$ cat src/design/tpp_pkg.sv
// Shared types, codes and helpers for the TFTP packet parser.
`timescale 1ns / 1ps
package tpp_pkg;

  // Compile-time ceiling on the payload limit
  localparam int unsigned MaxPayload = 512;
  localparam logic [10:0] LimCap     = 11'(MaxPayload);
  localparam logic [9:0]  CntMax     = 10'd1023;

  localparam logic [15:0] OpRrq   = 16'd1;
  localparam logic [15:0] OpWrq   = 16'd2;
  localparam logic [15:0] OpData  = 16'd3;
  localparam logic [15:0] OpAck   = 16'd4;
  localparam logic [15:0] OpError = 16'd5;

  localparam logic [0:0] CfgMaxPayload = 1'd0;
  localparam logic [0:0] CfgOpcodeMask = 1'd1;

  typedef enum logic [2:0] {
    PH_OPC,
    PH_NUM,
    PH_NAME,
    PH_MODE,
    PH_PAY,
    PH_EXCESS
  } phase_e;

  typedef enum logic [2:0] {
    ROLE_OPCODE,
    ROLE_NUMBER,
    ROLE_NAME,
    ROLE_MODE,
    ROLE_PAYLOAD,
    ROLE_TERM,
    ROLE_EXCESS
  } role_e;

  typedef enum logic [2:0] {
    ST_OK,
    ST_SHORT,
    ST_BAD_REQ,
    ST_ILLEGAL_OP,
    ST_WRONG_MODE
  } status_e;

  typedef struct packed {
    logic [9:0]  byte_count;
    logic [15:0] opcode;
    logic [15:0] number;
    phase_e      phase;
    logic [9:0]  field_len;
    logic [2:0]  match_idx;
    logic        mismatch;
    logic        bad;
    logic [9:0]  name_len;
  } parse_state_t;

  typedef struct packed {
    logic [9:0] max_payload;
    logic [4:0] opcode_mask;
  } parse_cfg_t;

  typedef struct packed {
    logic [7:0]  byte_out;
    role_e       role;
    logic        done;
    status_e     status;
    logic [15:0] opcode;
    logic [15:0] number;
    logic [9:0]  name_len;
    logic [9:0]  payload_len;
  } parse_res_t;

  localparam parse_state_t StateReset = '{
    byte_count: 10'd0, opcode: 16'd0, number: 16'd0, phase: PH_OPC,
    field_len: 10'd0, match_idx: 3'd0, mismatch: 1'b0, bad: 1'b0,
    name_len: 10'd0
  };

  // Expected lower-case mode string, one character per match position
  function automatic logic [7:0] octet_char(input logic [2:0] idx);
    logic [7:0] c;
    case (idx)
      3'd0:    c = 8'h6F; // o
      3'd1:    c = 8'h63; // c
      3'd2:    c = 8'h74; // t
      3'd3:    c = 8'h65; // e
      3'd4:    c = 8'h74; // t
      default: c = 8'h00;
    endcase
    return c;
  endfunction

endpackage

$ cat src/design/tftp_packet_parser_core.sv
// Top level of the TFTP packet parser: stream ports, state and result registers.
`timescale 1ns / 1ps
// Usage
//   Slave stream: one datagram byte per beat in s_axis_tdata_i, s_axis_tlast_i high on the
//   final byte. Master stream: one result beat per input beat carrying the byte, its role
//   (tuser) and, on the beat with m_axis_tlast_o high, the verdict fields in tdata.
//   Configuration: cfg_we_i with cfg_idx_i 0 writes max_payload, 1 writes the legal opcode
//   mask; write only while the parser has no beat in flight.
//   Output: each result is registered and appears in the cycle after its byte is accepted.
//   Throughput: one byte per cycle while the output is not stalled; the parse state and the
//   result register each take a new value on every accepted byte.
//   Reset: parser returns to the opcode field, the result register empties, max_payload
//   goes to 512 and the opcode mask to 6 (WRQ and DATA legal).
//   Stall: while the result register is full and m_axis_tready_i is low, s_axis_tready_o
//   drops and the held result stays unchanged; no bytes are lost.
//   Each datagram's last byte returns the parser to its reset state for the next one.
module tftp_packet_parser_core (
  input  logic        clk_i,
  input  logic        rst_ni,
  input  logic        cfg_we_i,
  input  logic [0:0]  cfg_idx_i,
  input  logic [9:0]  cfg_data_i,
  input  logic        s_axis_tvalid_i,
  output logic        s_axis_tready_o,
  input  logic [7:0]  s_axis_tdata_i,   // [7:0] rx_byte
  input  logic        s_axis_tlast_i,   // last
  output logic        m_axis_tvalid_o,
  input  logic        m_axis_tready_i,
  output logic [63:0] m_axis_tdata_o,   // [7:0] byte_out, [10:8] status, [26:11] opcode,
                                        // [42:27] number, [52:43] name_len,
                                        // [62:53] payload_len, [63] zero
  output logic [2:0]  m_axis_tuser_o,   // [2:0] role
  output logic        m_axis_tlast_o    // done_res
);
  import tpp_pkg::*;

  parse_cfg_t   cfg_q;
  parse_state_t state_q, state_d;
  parse_res_t   res_d, res_q;
  logic         out_valid_q;
  logic         in_fire;

  assign s_axis_tready_o = !out_valid_q || m_axis_tready_i;
  assign in_fire         = s_axis_tvalid_i && s_axis_tready_o;

  tpp_step u_step (
    .state_i   (state_q),
    .cfg_i     (cfg_q),
    .rx_byte_i (s_axis_tdata_i),
    .last_i    (s_axis_tlast_i),
    .state_o   (state_d),
    .res_o     (res_d)
  );

  always_ff @(posedge clk_i or negedge rst_ni) begin
    if (!rst_ni) begin
      cfg_q.max_payload <= 10'd512;
      cfg_q.opcode_mask <= 5'd6;
    end else if (cfg_we_i) begin
      case (cfg_idx_i)
        CfgMaxPayload: cfg_q.max_payload <= cfg_data_i;
        CfgOpcodeMask: cfg_q.opcode_mask <= cfg_data_i[4:0];
        default: ;
      endcase
    end
  end

  always_ff @(posedge clk_i or negedge rst_ni) begin
    if (!rst_ni) begin
      state_q     <= StateReset;
      out_valid_q <= 1'b0;
    end else begin
      if (in_fire) begin
        state_q <= state_d;
      end
      if (in_fire) begin
        out_valid_q <= 1'b1;
      end else if (m_axis_tready_i) begin
        out_valid_q <= 1'b0;
      end
    end
  end

  // Result register: load on every accepted beat, hold otherwise
  always_ff @(posedge clk_i) begin
    if (in_fire) begin
      res_q <= res_d;
    end
  end

  assign m_axis_tvalid_o = out_valid_q;
  assign m_axis_tlast_o  = res_q.done;
  assign m_axis_tuser_o  = res_q.role;
  assign m_axis_tdata_o  = {1'b0, res_q.payload_len, res_q.name_len, res_q.number,
                            res_q.opcode, res_q.status, res_q.byte_out};

endmodule

$ cat src/design/tpp_step.sv
// Per-beat parse step: next parser state and tagged result for one byte.
`timescale 1ns / 1ps
module tpp_step (
  input  tpp_pkg::parse_state_t state_i,
  input  tpp_pkg::parse_cfg_t   cfg_i,
  input  logic [7:0]            rx_byte_i,
  input  logic                  last_i,
  output tpp_pkg::parse_state_t state_o,
  output tpp_pkg::parse_res_t   res_o
);
  import tpp_pkg::*;

  parse_state_t s;
  parse_res_t   r;
  logic [15:0]  op;
  logic [10:0]  lim;
  logic [7:0]   lc;
  logic         op_num;
  logic         op_req;
  logic         op_legal;
  logic         ended_ok;
  logic [2:0]   mask_idx;

  always_comb begin
    s   = state_i;
    r   = '0;
    op  = state_i.opcode;
    lim = ({1'b0, cfg_i.max_payload} < LimCap) ? {1'b0, cfg_i.max_payload} : LimCap;
    lc  = ((rx_byte_i >= 8'h41) && (rx_byte_i <= 8'h5A)) ? rx_byte_i + 8'd32 : rx_byte_i;
    r.role = ROLE_EXCESS;

    if (state_i.byte_count < CntMax) begin
      s.byte_count = state_i.byte_count + 10'd1;
    end

    case (state_i.phase)
      PH_OPC: begin
        r.role = ROLE_OPCODE;
        if (state_i.byte_count == 10'd0) begin
          s.opcode = {rx_byte_i, 8'h00};
        end else begin
          s.opcode = {state_i.opcode[15:8], rx_byte_i};
          op       = s.opcode;
          if (op == OpRrq || op == OpWrq) begin
            s.phase = PH_NAME;
          end else if (op >= OpData && op <= OpError) begin
            s.phase = PH_NUM;
          end else begin
            s.bad   = 1'b1;
            s.phase = PH_EXCESS;
          end
        end
      end
      PH_NUM: begin
        r.role = ROLE_NUMBER;
        if (state_i.byte_count == 10'd2) begin
          s.number = {rx_byte_i, 8'h00};
        end else begin
          s.number = {state_i.number[15:8], rx_byte_i};
          s.phase  = (op == OpAck) ? PH_EXCESS : PH_PAY;
        end
      end
      PH_NAME: begin
        if (rx_byte_i == 8'h00) begin
          r.role     = ROLE_TERM;
          s.name_len = state_i.field_len;
          s.phase    = PH_MODE;
        end else begin
          r.role = ROLE_NAME;
        end
        if (state_i.field_len >= CntMax) s.bad = 1'b1;
        else s.field_len = state_i.field_len + 10'd1;
        if ({1'b0, s.field_len} > lim + 11'd1) s.bad = 1'b1;
      end
      PH_MODE: begin
        if (rx_byte_i == 8'h00) begin
          r.role = ROLE_TERM;
          // empty mode string
          if (state_i.match_idx == 3'd0 && !state_i.mismatch) s.bad = 1'b1;
          s.phase = PH_EXCESS;
        end else begin
          r.role = ROLE_MODE;
          if (state_i.match_idx < 3'd5 && lc == octet_char(state_i.match_idx)) begin
            s.match_idx = state_i.match_idx + 3'd1;
          end else begin
            s.mismatch = 1'b1;
          end
        end
        if (state_i.field_len >= CntMax) s.bad = 1'b1;
        else s.field_len = state_i.field_len + 10'd1;
        if ({1'b0, s.field_len} > lim + 11'd1) s.bad = 1'b1;
      end
      PH_PAY: begin
        if (op == OpData) begin
          r.role = ROLE_PAYLOAD;
          if (state_i.field_len >= CntMax) s.bad = 1'b1;
          else s.field_len = state_i.field_len + 10'd1;
          if ({1'b0, s.field_len} > lim) s.bad = 1'b1;
        end else if (rx_byte_i == 8'h00) begin
          r.role = ROLE_TERM;
          if ({1'b0, state_i.field_len} + 11'd1 > lim) s.bad = 1'b1;
          s.phase = PH_EXCESS;
        end else begin
          r.role = ROLE_PAYLOAD;
          if (state_i.field_len >= CntMax) s.bad = 1'b1;
          else s.field_len = state_i.field_len + 10'd1;
          if ({1'b0, s.field_len} + 11'd1 > lim) s.bad = 1'b1;
        end
      end
      default: begin
        r.role = ROLE_EXCESS;
        if (op == OpRrq || op == OpWrq || op == OpError) s.bad = 1'b1;
      end
    endcase

    op_num   = (op >= OpData) && (op <= OpError);
    op_req   = (op == OpRrq) || (op == OpWrq);
    mask_idx = op[2:0] - 3'd1;
    op_legal = (op >= OpRrq) && (op <= OpError) && cfg_i.opcode_mask[mask_idx];
    ended_ok = (s.phase == PH_EXCESS);

    r.byte_out = rx_byte_i;
    r.done     = last_i;
    r.status   = ST_OK;

    if (last_i) begin
      if (s.byte_count < 10'd2 || (op_num && s.byte_count < 10'd4)) begin
        r.status = ST_SHORT;
      end else if (s.bad) begin
        r.status = ST_BAD_REQ;
      end else if ((op_req || op == OpError) && !ended_ok) begin
        r.status = ST_BAD_REQ;
      end else if (!op_legal) begin
        r.status = ST_ILLEGAL_OP;
      end else if (op_req && (s.mismatch || s.match_idx != 3'd5)) begin
        r.status = ST_WRONG_MODE;
      end
      r.opcode      = (r.status == ST_OK) ? op : 16'd0;
      r.number      = op_num ? s.number : 16'd0;
      r.name_len    = op_req ? s.name_len : 10'd0;
      r.payload_len = (op == OpData || op == OpError) ? s.field_len : 10'd0;
      // start clean for the next datagram
      s = StateReset;
    end

    state_o = s;
    res_o   = r;
  end

endmodule

$ cat config.mk
export PLATFORM = sky130hd
export DESIGN_NAME = tftp_packet_parser_core
export DESIGN_NICKNAME = d
export VERILOG_FILES = /design/src/design/tpp_pkg.sv /design/src/design/tftp_packet_parser_core.sv /design/src/design/tpp_step.sv
export SDC_FILE = /design/constraint.sdc
export NUM_CORES = 1
export LEC_CHECK = 0
export BUFFER_PORTS_ARGS = -buffer_cell sky130_fd_sc_hd__buf_2
export CAP_MARGIN = 40
export CORE_ASPECT_RATIO = 1.75
export CORE_MARGIN = 4
export CORE_UTILIZATION = 50
export CTS_CLUSTER_DIAMETER = 60
export DETAILED_ROUTE_END_ITERATION = 6
export PLACE_DENSITY = 0.78
export SKIP_CTS_REPAIR_TIMING = 1
export SLEW_MARGIN = 20
export SYNTH_ARGS = -nofsm -noshare
export SYNTH_HDL_FRONTEND = slang
export SYNTH_SLANG_ARGS = --single-unit
$ cat constraint.sdc
create_clock -name clk_i -period 12.2 [get_ports clk_i]
set_input_delay 0.61 -clock clk_i [delete_from_list [all_inputs] [get_ports clk_i]]
set_output_delay 0.61 -clock clk_i [all_outputs]
set_load 0.02 [all_outputs]
==> impl_results.md, run 1 <==
- GRT Residual Overflow: 0
- # nets final: 1083
- First-pass GRT wire length: 38200 um
- Worst-margin pin slew: 0.836 ns
- Starting density of the core: 51.1%
- Clk sinks: 153
- Hpwl dp: 17400 um
- Cell Pwr Density: 155 nW/um2
- Tcrit/Tclk final: 39.2%
- Most frequent cells after synthesis: nand2_1 (101), nor2_1 (88), dfrtp_1 (83)
- Number of synthesized flops with an enable pin: 67
- DP Cell Count: 1218
- Gpl congestion: 0.990
- IO Pins: 95
- Delay-heaviest family, CP: simple AND/OR/NAND/NOR gates
- Crit-path cells: ha_1, nand2_1, nor3_1, mux2i_1, nor4_1, xnor2_1, ha_1, and3_1, a221o_1, a2111oi_0, a21oi_1, o2111ai_1, nand4_1, and3_1
- Max Cap Viol: 0
- Routed wire length per instance: 19.4 um
- Leakage: 4.45 nW
- Clk slew on worst S/H paths: 0.07 ns
- Crit path capture type: flip-flop
- Seq cells post-synth: 153
- Leading area contributor after synthesis: dfrtp_1
- Yosys cell types: 70
- Initial antenna violation count: 0
- Crit Path Category: flip-flop to flip-flop
- Top post-synthesis cells by area: dfrtp_1 (23%), edfxtp_1 (22%), ha_1 (7.1%)
- Core Rows: 64
- Core ar.: 17600 um2
- Number of global-route vias before repair: 7431
- Synth top area share: 23.1%
- Fin worst setup slack: 7.42 ns
- Synth Instances: 919
- Die W: 109 um
- Final Setup Violations: 0
- Power share of the clock group: 32.6%
- Switch Pwr: 0.530 mW
- Minimum clock period: 4.78 ns
- Synth-to-Final Area Change: 14.4%
- CTS tree: done
- Pint: 1.07 mW
- Fin. Hold Viols: 0
- H-tree depth: 4
- Synthesized area per cell: 9.80 um2
- Max Freq: 209 MHz
- Clk_lat worst skew: 0.44 ns
- CTS root buf: clkbuf_16
- Largest net degree at the start of global routing: 55
- Max-slew headroom: 43.8%
- Die Y: 186 um
- Routed WL: 24300 um
- Pre-CTS setup slack: 7.52 ns
- Multi-input gate area: 4600 um2
- Finished Core Util: 58.5%
- Share of post-route cells with drive strength above 1: 16.1%
- Sw Ratio: 33.2%
- Gr usage total: 24.5%
- Die Area: 20300 um2
- Final ANT Viol Nets: 0
- Total negative setup slack: 0 ns
- IR drop worst, VDD: 107 uV
- Post-Syn Area: 9000 um2
- Fillcell total: 1532
- Comb power frac: 25.9%
- Max Transition Viols Final: 0
- Buffers on Ports: 93
- Status: complete, no violations
- Crit path launch type: flip-flop
- Drt pass-1 iters: 5
- Critical path peak fanout: 13
- Sequential-to-total area share from yosys stat: 46.3%
- Vias: 7652
- Initial drt markers: 570
- CP max stage delay: 0.61 ns
- DRC Markers: 0
- Layout Skew: 0.0134 ns
- Synth Warn #: 0
- HP Class: primary input to async pin
- Inserted Clock Buffers: 17
- WP data arrival: 4.97 ns
- Post-synth top flop: dfrtp_1
- Critical path buffers and inverters: 0
- RSZ-0062 raised after global routing: no
- Diodes inserted: 0
- Layout Cells excl Fill: 1251
- Vias per cell: 6.12
- Fraction of registers with async set/reset: 56.2%
- Reg power frac: 41.5%
- Register area: 4170 um2
- Clk buf depth: 2
- Top-count cell post-synth: nand2_1
- Critical-path top delay cell: dfrtp_1
- Worst Path Required: 12.38 ns
[power by group through the flow]
stage	Sequential (mW)	Combinational, mW	Clock [mW]
final	0.662	0.414	0.520
after global routing	0.670	0.460	0.547
after CTS	0.660	0.410	0.525
after detailed placement	0.669	0.409	0
after global placement	0.665	0.395	0
after floorplan	0.669	0.284	0
[final timing paths]
| kind | to | slack, ns | depth (start not counted) | startpoint |
|---|---|---|---|---|
| hold reg to reg | state_q[49] | 0.49 | 2 | state_q[49] |
| setup reg to reg | m_axis_tdata_o[9] | 7.42 | 14 | state_q[15] |
| setup / recovery | m_axis_tdata_o[9] | 7.42 | 14 | state_q[15] |
| hold / removal | state_q[67] | 0.05 | 1 | rst_ni |
| min in group clk_i | cfg_q[14] | 0.39 | 3 | cfg_data_i[9] |
| max in group asynchronous | state_q[34] | 11.23 | 3 | rst_ni |
[logic make-up (layout without fill, tap and decap cells)]
kind of cell / Yosys count / in the layout / synth area share [%]
and+or+nand+nor: 335 / 335 / 18.2
AOI/OAI and AO/OA: 231 / 231 / 17.0
DFF: 153 / 153 / 46.3
buffers and inverters: 75 / 163 / 3.20
adders and majority gates: 52 / 52 / 7.20
muxes: 45 / 45 / 5.38
xor gates and xnor gates: 27 / 27 / 2.63
other: 1 / 14 / 0.0417
[metrics by stage]
step	total power [mW]	hold WS [ns]	instance area (um2)
5_1_grt	1.68	0.0677	10300
3_5_place_dp	1.08	0.477	9720
3_3_place_gp	1.06	0.474	9660
2_1_floorplan	0.954	0.314	9050
6_report	1.60	0.0497	10300
4_1_cts	1.60	0.0473	10300
[flip-flops by register name, indices dropped and copies added, names as in the netlist]
register and cells:
m_axis_tlast_o 1, m_axis_tdata_o 63, cfg_q 15, m_axis_tuser_o 3, state_q 70, m_axis_tvalid_o 1
[placed cells by master (no fill, tap or decap), drive strengths merged, types with 9 or more instances in the layout]
cell type	n
clkbuf	20
a22oi	38
ha	51
a22o	23
o21ai	64
nor3	24
conb	14
nor2b	10
dfrtp	83
o21a	9
nand2b	11
nand3	24
xor2	9
nor2	88
inv	29
xnor2	18
and3	11
o211ai	10
mux2	14
nand4	12
edfxtp	67
a21oi	39
mux2i	30
nand2	101
nor4	9
buf	103
[routing by layer]
metal	up-vias	GRT usage (%)	wire, um
li1	3564	-	-
met1	3683	26.1	8520
met2	306	44.1	13000
met3	99	3.33	1090
met4	0	16.1	1590
met5	-	0	0
[worst register-to-register path: cells and delay by family (launching register included)]
kind / cells / cell delay, ns
AND/OR/NAND/NOR: 6 / 1.76
adder cells (fa/ha/maj): 2 / 0.63
multiplexers: 1 / 0.24
XOR/XNOR: 1 / 0.18
AO/OA/AOI/OAI: 4 / 1.13
flip-flops: 1 / 0.61
[cell type report]
type	instances	share of cell area, %
Clock buffer	20	4.53
Sequential cell	153	40.5
Tap cell	231	2.81
Multi-Input combinational cell	704	44.6
Inverter	28	1.03
Clock inverter	12	1.09
Timing Repair Buffer	103	5.48
(Power assumes the default switching activity.)
==> inputs of run 2 (changes only) <==
--- a/config.mk
+++ b/config.mk
@@ -12,7 +12,7 @@
 export CORE_UTILIZATION = 50
 export CTS_CLUSTER_DIAMETER = 60
 export DETAILED_ROUTE_END_ITERATION = 6
-export PLACE_DENSITY = 0.78
+export PLACE_DENSITY = 0.8
 export SKIP_CTS_REPAIR_TIMING = 1
 export SLEW_MARGIN = 20
 export SYNTH_ARGS = -nofsm -noshare
==> constraint.sdc (replaced) <==
create_clock -name clk_i -period 4.4 [get_ports clk_i]
set_input_delay 0.22 -clock clk_i [delete_from_list [all_inputs] [get_ports clk_i]]
set_output_delay 0.22 -clock clk_i [all_outputs]
set_load 0.02 [all_outputs]
==> impl_results.md, run 2 (synthesized netlist as in run 1, its figures left out) <==
- Pre-CTS setup slack: 0.0375 ns (-7.48 ns)
- Routed wire length per instance: 19.4 um (about the same)
- Clk slew on worst S/H paths: 0.07 ns (about the same)
- Synth-to-Final Area Change: 16.6%
- Vias: 7738 (+1.1%)
- Highest-count cells in the layout ignoring fill and taps: nand2_1 (101), buf_2 (92), nor2_1 (87), dfrtp_1 (83), edfxtp_1 (67)
- Hold path startpoint: cfg_data_i[9]
- Drt pass-1 iters: 5 (unchanged)
- Fin worst setup slack: 0.270 ns (-7.15 ns)
- Layout Skew: 0.0108 ns (-0.00257 ns)
- Worst Path Required: 4.58 ns (-7.80 ns)
- IR drop worst, VDD: 243 uV (+130%)
- Fin. Hold Viols: 0 (unchanged)
- Power share of the clock group: 32.6% (about the same)
- Final ANT Viol Nets: 0 (unchanged)
- Most common cell after layout, fill and taps aside: nand2_1
- Initial antenna violation count: 0 (unchanged)
- H-tree depth: 4 (unchanged)
- DP Cell Count: 1240 (+1.8%)
- Die W: 109 um (unchanged)
- Switch Pwr: 1.49 mW (+180%)
- Final Setup Violations: 0 (unchanged)
- Number of global-route vias before repair: 7769 (+4.5%)
- Worst R2R Setup Slack: 0.27 ns (-7.15 ns)
- Core Rows: 64 (unchanged)
- Hold EP: cfg_q[14]
- Die Area: 20300 um2 (unchanged)
- Clk_lat worst skew: 0.43 ns (about the same)
- Tcrit/Tclk final: 93.9% (+55 points)
- Gpl congestion: 0.944 (-4.6%)
- Share of post-route cells with drive strength above 1: 18.2% (+2.1 points)
- R2R Path End: m_axis_tdata_o[9]
- Worst-margin pin slew: 0.854 ns (+0.0173 ns)
- Core ar.: 17600 um2 (unchanged)
- Leakage: 4.57 nW (+2.6%)
- Buffers on Ports: 93 (unchanged)
- Sw Ratio: 33.3% (+0.12 points)
- # nets final: 1107 (+2.2%)
- Number of flip-flops in the largest register: 70 (unchanged)
- Max Cap Viol: 0 (unchanged)
- DRC Markers: 0 (unchanged)
- Max-slew headroom: 42.6% (-1.2 points)
- Reg power frac: 40.8% (-0.7 points)
- CTS tree: done
- Crit path capture type: flip-flop
- Vias per cell: 6.07 (-0.70%)
- Diodes inserted: 0 (unchanged)
- Status: complete, no violations
- First-pass GRT wire length: 39000 um (+2.2%)
- Cell area after placement: 9860 um2 (+1.5%)
- IO Pins: 95 (unchanged)
- Crit Path Category: flip-flop to flip-flop
- Cell Pwr Density: 427 nW/um2 (+180%)
- Starting density of the core: 51.1% (unchanged)
- Pint: 2.99 mW (+180%)
- Gr usage total: 25.0% (+0.55 points)
- WP data arrival: 4.31 ns (-0.66 ns)
- Clk buf depth: 2 (unchanged)
- Largest net degree at the start of global routing: 56 (+1.8%)
- CTS root buf: clkbuf_16
- Fillcell total: 1496 (-2.3%)
- RSZ-0062 raised after global routing: no
- Inserted Clock Buffers: 17 (unchanged)
- HP Class: primary input to flip-flop
- Minimum clock period: 4.13 ns (-0.655 ns)
- Critical path peak fanout: 5 (-8)
- Clk sinks: 153 (unchanged)
- Die Y: 186 um (unchanged)
- Crit path launch type: flip-flop
- GRT Residual Overflow: 0 (unchanged)
- Hpwl dp: 17700 um (+1.4%)
- Initial drt markers: 513 (-10%)
- Top reg by flops: state_q
- Finished Cell Area: 10500 um2 (+1.9%)
- Comb power frac: 26.6% (+0.7 points)
- Hold path cells: 3
- Max Transition Viols Final: 0 (unchanged)
- Total negative setup slack: 0 ns (unchanged)
- R2r worst-path depth: 14 (unchanged)
- Crit Reg-Reg Startpoint: state_q[15]
- Max Freq: 242 MHz (+16%)
- Routed WL: 24700 um (+1.9%)
- Layout Cells excl Fill: 1274 (+1.8%)
## run 2: per-layer routing
layer / vias up / track usage (%) / wire length [um]
li1: 3602 / - / -
met1: 3780 / 26.7 / 8710
met2: 263 / 45.2 / 13400
met3: 93 / 3.44 / 1110
met4: 0 / 16.2 / 1510
met5: - / 0 / 0
## run 2: how the worst max path moves through the flow
| stage | cells after the start | end | slack, ns | startpoint |
|---|---|---|---|---|
| final | 14 | m_axis_tdata_o[9] | 0.27 | state_q[15] |
| after floorplan | 14 | m_axis_tdata_o[9] | 0.44 | state_q[16] |
| after global placement | 14 | m_axis_tdata_o[9] | 0.26 | state_q[15] |
| after detailed placement | 14 | m_axis_tdata_o[9] | 0.04 | state_q[15] |
| after CTS | 14 | m_axis_tdata_o[9] | 0.005 | state_q[15] |
| after global routing | 14 | m_axis_tdata_o[9] | 0.07 | state_q[16] |
## run 2: metrics by stage
stage	total power [mW]	util [%]	hold WS, ns
after floorplan	2.64	-	-0.0756
after global placement	2.96	56.0	0.336
after detailed placement	3.01	56.0	0.338
after CTS	4.47	59.2	-0.122
after global routing	4.70	59.6	0.0128
final	4.48	59.6	0.0157
## run 2: critical path, stage by stage, from the launching register on
cell       delay, ns
dfrtp_1         0.38
ha_1            0.30
nor2b_2         0.22
and4_1          0.26
a32oi_2         0.12
nor4_2          0.31
xnor2_1         0.18
ha_1            0.27
and3_1          0.19
a221o_1         0.37
a2111oi_2       0.37
a21oi_1         0.12
o2111ai_1       0.24
nand4_1         0.27
and3_1          0.26
## run 2: cell type report
cell class                 instances  area (um2)  area share (%)
sequential                       153        4170            39.7
clock inverter                    13         148            1.41
inverter                          28         106            1.01
tap                              231         289            2.75
multi-input combinational        704        4630            44.1
timing repair buffer             127         728            6.94
clock buffer                      18         429            4.09
## run 2: power groups by stage
stage	Sequential (mW)	Combinational (mW)	Clock, mW
finish	1.83	1.19	1.46
global route	1.84	1.32	1.54
CTS	1.82	1.17	1.48
detailed placement	1.84	1.16	0
global placement	1.83	1.13	0
floorplan	1.86	0.788	0
==> inputs of run 3 (changes only) <==
--- a/config.mk
+++ b/config.mk
@@ -13,6 +13,7 @@
 export CTS_CLUSTER_DIAMETER = 60
 export DETAILED_ROUTE_END_ITERATION = 6
 export PLACE_DENSITY = 0.8
+export REMOVE_ABC_BUFFERS = 1
 export SKIP_CTS_REPAIR_TIMING = 1
 export SLEW_MARGIN = 20
 export SYNTH_ARGS = -nofsm -noshare
==> impl_results.md, run 3 (synthesized netlist as in run 1, its figures left out) <==
- Fillcell total: 1486 (-0.67%)
- Fin. Hold Viols: 0 (unchanged)
- Share of post-route cells with drive strength above 1: 18.3% (+0.061 points)
- CTS root buf: clkbuf_16
- Clk slew on worst S/H paths: 0.06 ns (about the same)
- Hold path startpoint: cfg_data_i[9]
- Critical-path top delay cell: a2111oi_0
- Reg power frac: 40.0% (-0.8 points)
- Crit path capture type: flip-flop
- Finished Cell Area: 10500 um2 (+0.45%)
- Delay-heaviest family, CP: simple AND/OR/NAND/NOR gates
- Clk sinks: 153 (unchanged)
- Die W: 109 um (unchanged)
- Critical path buffers and inverters: 0 (unchanged)
- Crit-path cells: ha_1, nand2_1, nor3_1, mux2i_1, nor4_2, xnor2_1, ha_1, and3_1, a221o_1, a2111oi_0, a21oi_1, o2111ai_1, nand4_1, and3_1
- Status: complete, no violations
- Worst R2R Setup Slack: 0.24 ns (-0.03 ns)
- Max Freq: 240 MHz (-0.79%)
- GRT Residual Overflow: 0 (unchanged)
- H-tree depth: 4 (unchanged)
- Cell area after placement: 9890 um2 (+0.36%)
- Clk buf depth: 2 (unchanged)
- Worst-margin pin slew: 0.858 ns (+0.00452 ns)
- Switch Pwr: 1.48 mW (-0.90%)
- Total power: 4.55 mW (+1.6%)
- # nets final: 1108 (+0.090%)
- Buffers on Ports: 93 (unchanged)
- Cell Pwr Density: 432 nW/um2 (+1.1%)
- Total negative setup slack: 0 ns (unchanged)
- R2R Path End: m_axis_tdata_o[9]
- Number of flip-flops in the largest register: 70 (unchanged)
- Vias: 7757 (+0.25%)
- Hpwl dp: 17500 um (-1.1%)
- Critical path peak fanout: 6 (+1)
- Hold path cells: 3 (unchanged)
- Max Cap Viol: 0 (unchanged)
- Vias per cell: 6.08 (about the same)
- Die Y: 186 um (unchanged)
- First-pass GRT wire length: 38500 um (-1.2%)
- Hold EP: cfg_q[14]
- Initial drt markers: 541 (+5.5%)
- Pint: 3.07 mW (+2.9%)
- Starting density of the core: 51.1% (unchanged)
- Tcrit/Tclk final: 94.6% (+0.74 points)
- Leakage: 4.58 nW (+0.27%)
- Sw Ratio: 32.5% (-0.82 points)
- Crit path launch type: flip-flop
- Initial antenna violation count: 0 (unchanged)
- Max Transition Viols Final: 0 (unchanged)
- HP Class: primary input to flip-flop
- Die Area: 20300 um2 (unchanged)
- Synth-to-Final Area Change: 17.1%
- Minimum clock period: 4.16 ns (+0.0328 ns)
- Gpl congestion: 0.991 (+5.0%)
- R2r worst-path depth: 14 (unchanged)
- Core ar.: 17600 um2 (unchanged)
- Most common cell after layout, fill and taps aside: nand2_1
- Worst Path Required: 4.58 ns (about the same)
- Highest-count cells in the layout ignoring fill and taps: nand2_1 (101), buf_2 (92), nor2_1 (88), dfrtp_1 (82), edfxtp_1 (67)
- CP max stage delay: 0.38 ns (about the same)
- Crit Reg-Reg Startpoint: state_q[15]
- Routed wire length per instance: 19.1 um (-1.8%)
- Crit Path Category: flip-flop to flip-flop
- IO Pins: 95 (unchanged)
- Largest net degree at the start of global routing: 63 (+13%)
- Power share of the clock group: 33.6% (+1.0 points)
- Comb power frac: 26.4% (-0.2 points)
- Number of global-route vias before repair: 7647 (-1.6%)
- Final ANT Viol Nets: 0 (unchanged)
- CTS tree: done
- Inserted Clock Buffers: 17 (unchanged)
- Top reg by flops: state_q
- Gr usage total: 24.7% (-0.36 points)
- Max-slew headroom: 42.3% (-0.30 points)
- Routed WL: 24300 um (-1.6%)
- Core Rows: 64 (unchanged)
- Drt pass-1 iters: 6 (+1)
- Final Setup Violations: 0 (unchanged)
- Layout Skew: 0.0103 ns (-0.000561 ns)
- DRC Markers: 0 (unchanged)
- Clk_lat worst skew: 0.43 ns (about the same)
- WP data arrival: 4.35 ns (+0.04 ns)
- IR drop worst, VDD: 273 uV (+12%)
- Diodes inserted: 0 (unchanged)
==> run 3: worst max-delay path by stage <==
stage	cells after the start	slack [ns]	end	start
global placement	14	0.34	m_axis_tdata_o[9]	state_q[15]
global route	16	-0.008	m_axis_tdata_o[10]	state_q[16]
detailed placement	14	0.23	m_axis_tdata_o[9]	state_q[16]
finish	14	0.24	m_axis_tdata_o[9]	state_q[15]
floorplan	6	0.10	state_q[52]	m_axis_tvalid_o
CTS	14	0.21	m_axis_tdata_o[9]	state_q[16]
==> run 3: worst min-delay path, stage by stage <==
cell     delay (ns)
buf_2          0.07
nand2_1        0.04
o21ai_0        0.07
==> run 3: power by group through the flow <==
stage | clock network (mW) | logic (mW) | registers (mW)
after floorplan | 0 | 0.756 | 1.86
after global placement | 0 | 1.14 | 1.83
after detailed placement | 0 | 1.17 | 1.84
after CTS | 1.55 | 1.19 | 1.82
after global routing | 1.61 | 1.33 | 1.84
final | 1.53 | 1.20 | 1.82
==> run 3: metal layers <==
layer / track usage, % / vias up / part of all wire (%)
li1: - / 3613 / -
met1: 25.7 / 3717 / 35
met2: 45.1 / 314 / 54
met3: 3.75 / 113 / 4.5
met4: 15.5 / 0 / 6.2
met5: 0 / - / 0
==> run 3: stage by stage <==
stage	util (%)	hold slack [ns]	worst slack, ns	std cells
final	59.8	0.00519	0.237	1276
after global routing	59.8	0.0159	-0.00761	1276
after CTS	59.7	-0.322	0.214	1274
after detailed placement	56.2	0.134	0.231	1242
after global placement	56.0	0.377	0.335	1241
after floorplan	-	-0.0756	0.100	885
==> run 3: area by class of cell <==
class	instances	area (um2)	share of cell area, %
inverters	28	106	1.01
flip-flops and latches	153	4170	39.5
multi-input cells	704	4610	43.7
repair buffers	128	753	7.15
well taps	231	289	2.74
clock buffers	20	447	4.24
clock inverters	12	168	1.59
